===== config.mk =====
export PLATFORM = sky130hd
export DESIGN_NAME = tte_ram
export DESIGN_NICKNAME = d
export VERILOG_FILES = /design/src/hw/rtl/tte_ram.sv
export SDC_FILE = /design/constraint.sdc
export NUM_CORES = 2
export LEC_CHECK = 0
export BUFFER_PORTS_ARGS = -buffer_cell sky130_fd_sc_hd__buf_2
export CORE_AREA = 5 5 427 429
export CTS_BUF_LIST = sky130_fd_sc_hd__clkbuf_4 sky130_fd_sc_hd__clkbuf_8 sky130_fd_sc_hd__clkbuf_16
export CTS_CLUSTER_DIAMETER = 40
export DETAILED_ROUTE_END_ITERATION = 6
export DIE_AREA = 0 0 432 434
export GPL_TIMING_DRIVEN = 0
export PLACE_DENSITY = 0.61
export SLEW_MARGIN = 20
export SYNTH_ARGS = -nofsm -noshare
export SYNTH_HDL_FRONTEND = slang
export SYNTH_SLANG_ARGS = --single-unit

===== constraint.sdc =====
create_clock -name clk -period 5.6 [get_ports clk]
set_clock_uncertainty 0.05 [all_clocks]
set_input_delay 0.56 -clock clk [delete_from_list [all_inputs] [get_ports clk]]
set_output_delay 0.56 -clock clk [all_outputs]
set_load 0.01 [all_outputs]

===== src/hw/rtl/tte_ram.sv =====
// Generic single-port-write, single-port-read RAM with registered read data.
module tte_ram #(
  parameter int WIDTH = 8,
  parameter int DEPTH = 256
) (
  input  logic                     clk,
  input  logic                     we,
  input  logic [$clog2(DEPTH)-1:0] waddr,
  input  logic [WIDTH-1:0]         wdata,
  input  logic [$clog2(DEPTH)-1:0] raddr,
  output logic [WIDTH-1:0]         rdata
);

  logic [WIDTH-1:0] mem [DEPTH];

  always_ff @(posedge clk) begin
    if (we) begin
      mem[waddr] <= wdata;
    end
    rdata <= mem[raddr];
  end

endmodule


==> results.md <==
- First-pass GRT wire length: ~340000 microns
- Maximum root-to-sink buffer count: 4
- Worst-margin pin slew: 1.34 ns
- Die area: between 150000 and 200000 sq um
- Worst Hold Class: primary input to register
- Register bit total from synthesis: just over 2k
- Max-cap viol count: 0
- Most frequent cells after synthesis: edfxtp_1 (2048), mux4_2 (454), nor2_1 (282)
- Initial core utilization: 0.447
- Vias per cell: 6.33
- Most common cell in the netlist: edfxtp_1
- Largest net degree at the start of global routing: 133
- Synth Cell Area: 79600 sq um
- DRC errors left: 0
- Grt peak-use layer: met2
- Period utilization: 0.780
- # resized after CTS: 0
- P_leak: roughly 0.029 uW
- Rel. slew slack: 0.107
- GP Congestion: 0.962
- Syn. warnings: 0
- Final worst path period need: 4.37 ns
- Port-buffer cells: 26
- Final-report hold violation count: 0
- IO Pins: 34
- Post-synth ARST share: 0
- Crit path launch type: primary input
- Leading area contributor after synthesis: edfxtp_1
- H-Tree Depth: 5
- Top FF cell, synth: edfxtp_1
- Antenna violations before repair: 19
- Reg2reg start: mem[211][3]$_DFFE_PP_
- Synth top area cells: edfxtp_1 (77%), mux4_2 (13%), mux2i_1 (1.7%)
- Syn Area/Cell: about 21 sq um
- Critical path arrival: around 5 ns
- DR iter-0 viols: 6128
- CP required: 6.24 ns
- PwrDens: 391 nW/um^2
- Total gr overflow: 0
- Critical path startpoint: raddr[4]
- Final WL: 246000 microns
- Max Slew Vio Count: 0
- Status: finished clean
- CTS Sinks: 2056
- Hold Startpoint: wdata[6]
- CTS clk-pin slew, worst paths: approximately 0.060 ns
- CP Class: primary input to register
- Hpwl dp: 166000 microns
- CTS Buf Count: 275
- Met3 Resource Use GR: 0.0765
- Gate Count Post-Synth: 3733
- Met1 usage: 0.349
- Die width: 432 microns
- Drt pass-1 iters: 6
- CP Capture Type: register
- Synth cell types: 55
- Met2 usage: 0.394
- Hold slack: 0.0502 ns
- Seq/Total Area, Yosys: 0.775
- Area growth syn-to-layout: 16.7%
- Total number of vias: 42.0k
- End-of-flow core utilization: 0.522
- Layout cells sized above 1: 0.266
- Yosys top cell area share: 0.773
- Fmax: 229 MHz
- Worst VDD drop: roughly 0.34 mV
- WL per Instance: 37.0 microns
- Number of nets in the layout: 4102
- Vias in the first global route: 41.4k
- CTS tree: done
- All-Layer GR Usage: 0.261
- Unrepaired setup endpoints after global routing: false
- CTS root buf: clkbuf_16
- Post-synth EDFFs: 2048
- # setup viols final: 0
- Row cnt: 155
- Clk_lat worst skew: 0.91 ns
- Die Y: 434 microns
- Synthesized net count: 3759
- Core area: approximately 180000 sq um
- Antenna Nets Post-Route: 0
- CP Max Fanout: 10
critical path, stage by stage:
cell and delay, ns:
buf_2 0.10, buf_4 0.31, clkbuf_1 0.69, nor2_1 0.40, clkbuf_1 0.43, a221oi_1 1.06, o32ai_1 0.37, nor3_1 0.76
nor4_2 0.27
repair_timing:
action,CTS,global route
endpoints found under the hold margin,80,0
buffers inserted,0,0
hold buffers,5,0
worst paths after layout:
check / to / slack [ns] / depth (start not counted)
setup / recovery: rdata[3]$_DFF_P_ / 1.23 / 9
hold / removal: mem[83][6]$_DFFE_PP_ / 0.05 / 1
setup reg to reg: rdata[3]$_DFF_P_ / 1.89 / 6
hold reg to reg: rdata[6]$_DFF_P_ / 1.43 / 6
placed cells by master (no fill, tap or decap), drive strengths merged, types with 29 or more instances in the layout:
cell    instances
edfxtp       2048
mux4          456
clkbuf        431
nor2          282
buf           182
mux2i         134
a22oi         133
a21oi          96
clkinv         69
o221ai         47
nand3          34
nand2          33
nor2b          31
inv            29
state kept, by name, summed over array words and instances (netlist names):
| register | count |
|---|---|
| mem | 2048 |
| rdata | 8 |
per-layer routing:
| layer | part of all wire | wire [microns] | vias up |
|---|---|---|---|
| li1 | - | - | 16448 |
| met1 | 0.38 | 92900 | 22263 |
| met2 | 0.45 | 112000 | 2707 |
| met3 | 0.11 | 26800 | 584 |
| met4 | 0.058 | 14200 | 6 |
| met5 | 0.00032 | 79 | - |
cell families after synthesis:
| kind of cell | after synthesis | share of synthesized area |
|---|---|---|
| flops | 2056 | 0.775 |
| mux | 591 | 0.146 |
| simple gates | 466 | 0.0263 |
| compound gates | 385 | 0.0342 |
| buf+inv | 235 | 0.0183 |
area by class of cell:
cell class | count | area [sq um]
diodes | 10 | 25.0
inverters | 2 | 7.51
fillers | 13713 | 85000
multi-input cells | 1442 | 16600
repair buffers | 66 | 1120
well taps | 2355 | 2950
clock buffers | 319 | 7360
flip-flops and latches | 2056 | 61700
plain buffers | 233 | 1500
clock inverters | 150 | 1660
metrics by stage:
stage	TNS, ns	worst slack [ns]	instances	area (sq um)	total power (uW)
3_3_place_gp	-0.256	-0.113	6114	82600	19100
3_5_place_dp	0	0.466	6147	83700	19100
5_1_grt	0	1.42	6624	92800	37100
6_report	0	1.23	6633	92800	36300
2_1_floorplan	0	3.05	3733	79600	18100
4_1_cts	0	1.42	6621	92800	36400
power by group:
group	internal (uW)	leakage [uW]	switching (uW)	total, uW
Sequential	17000	0.0185	10.4	17000
Combinational	577	0.00618	1290	1870
Clock	10800	0.00441	6670	17400
No activity file was read; power rests on OpenSTA's default activity.
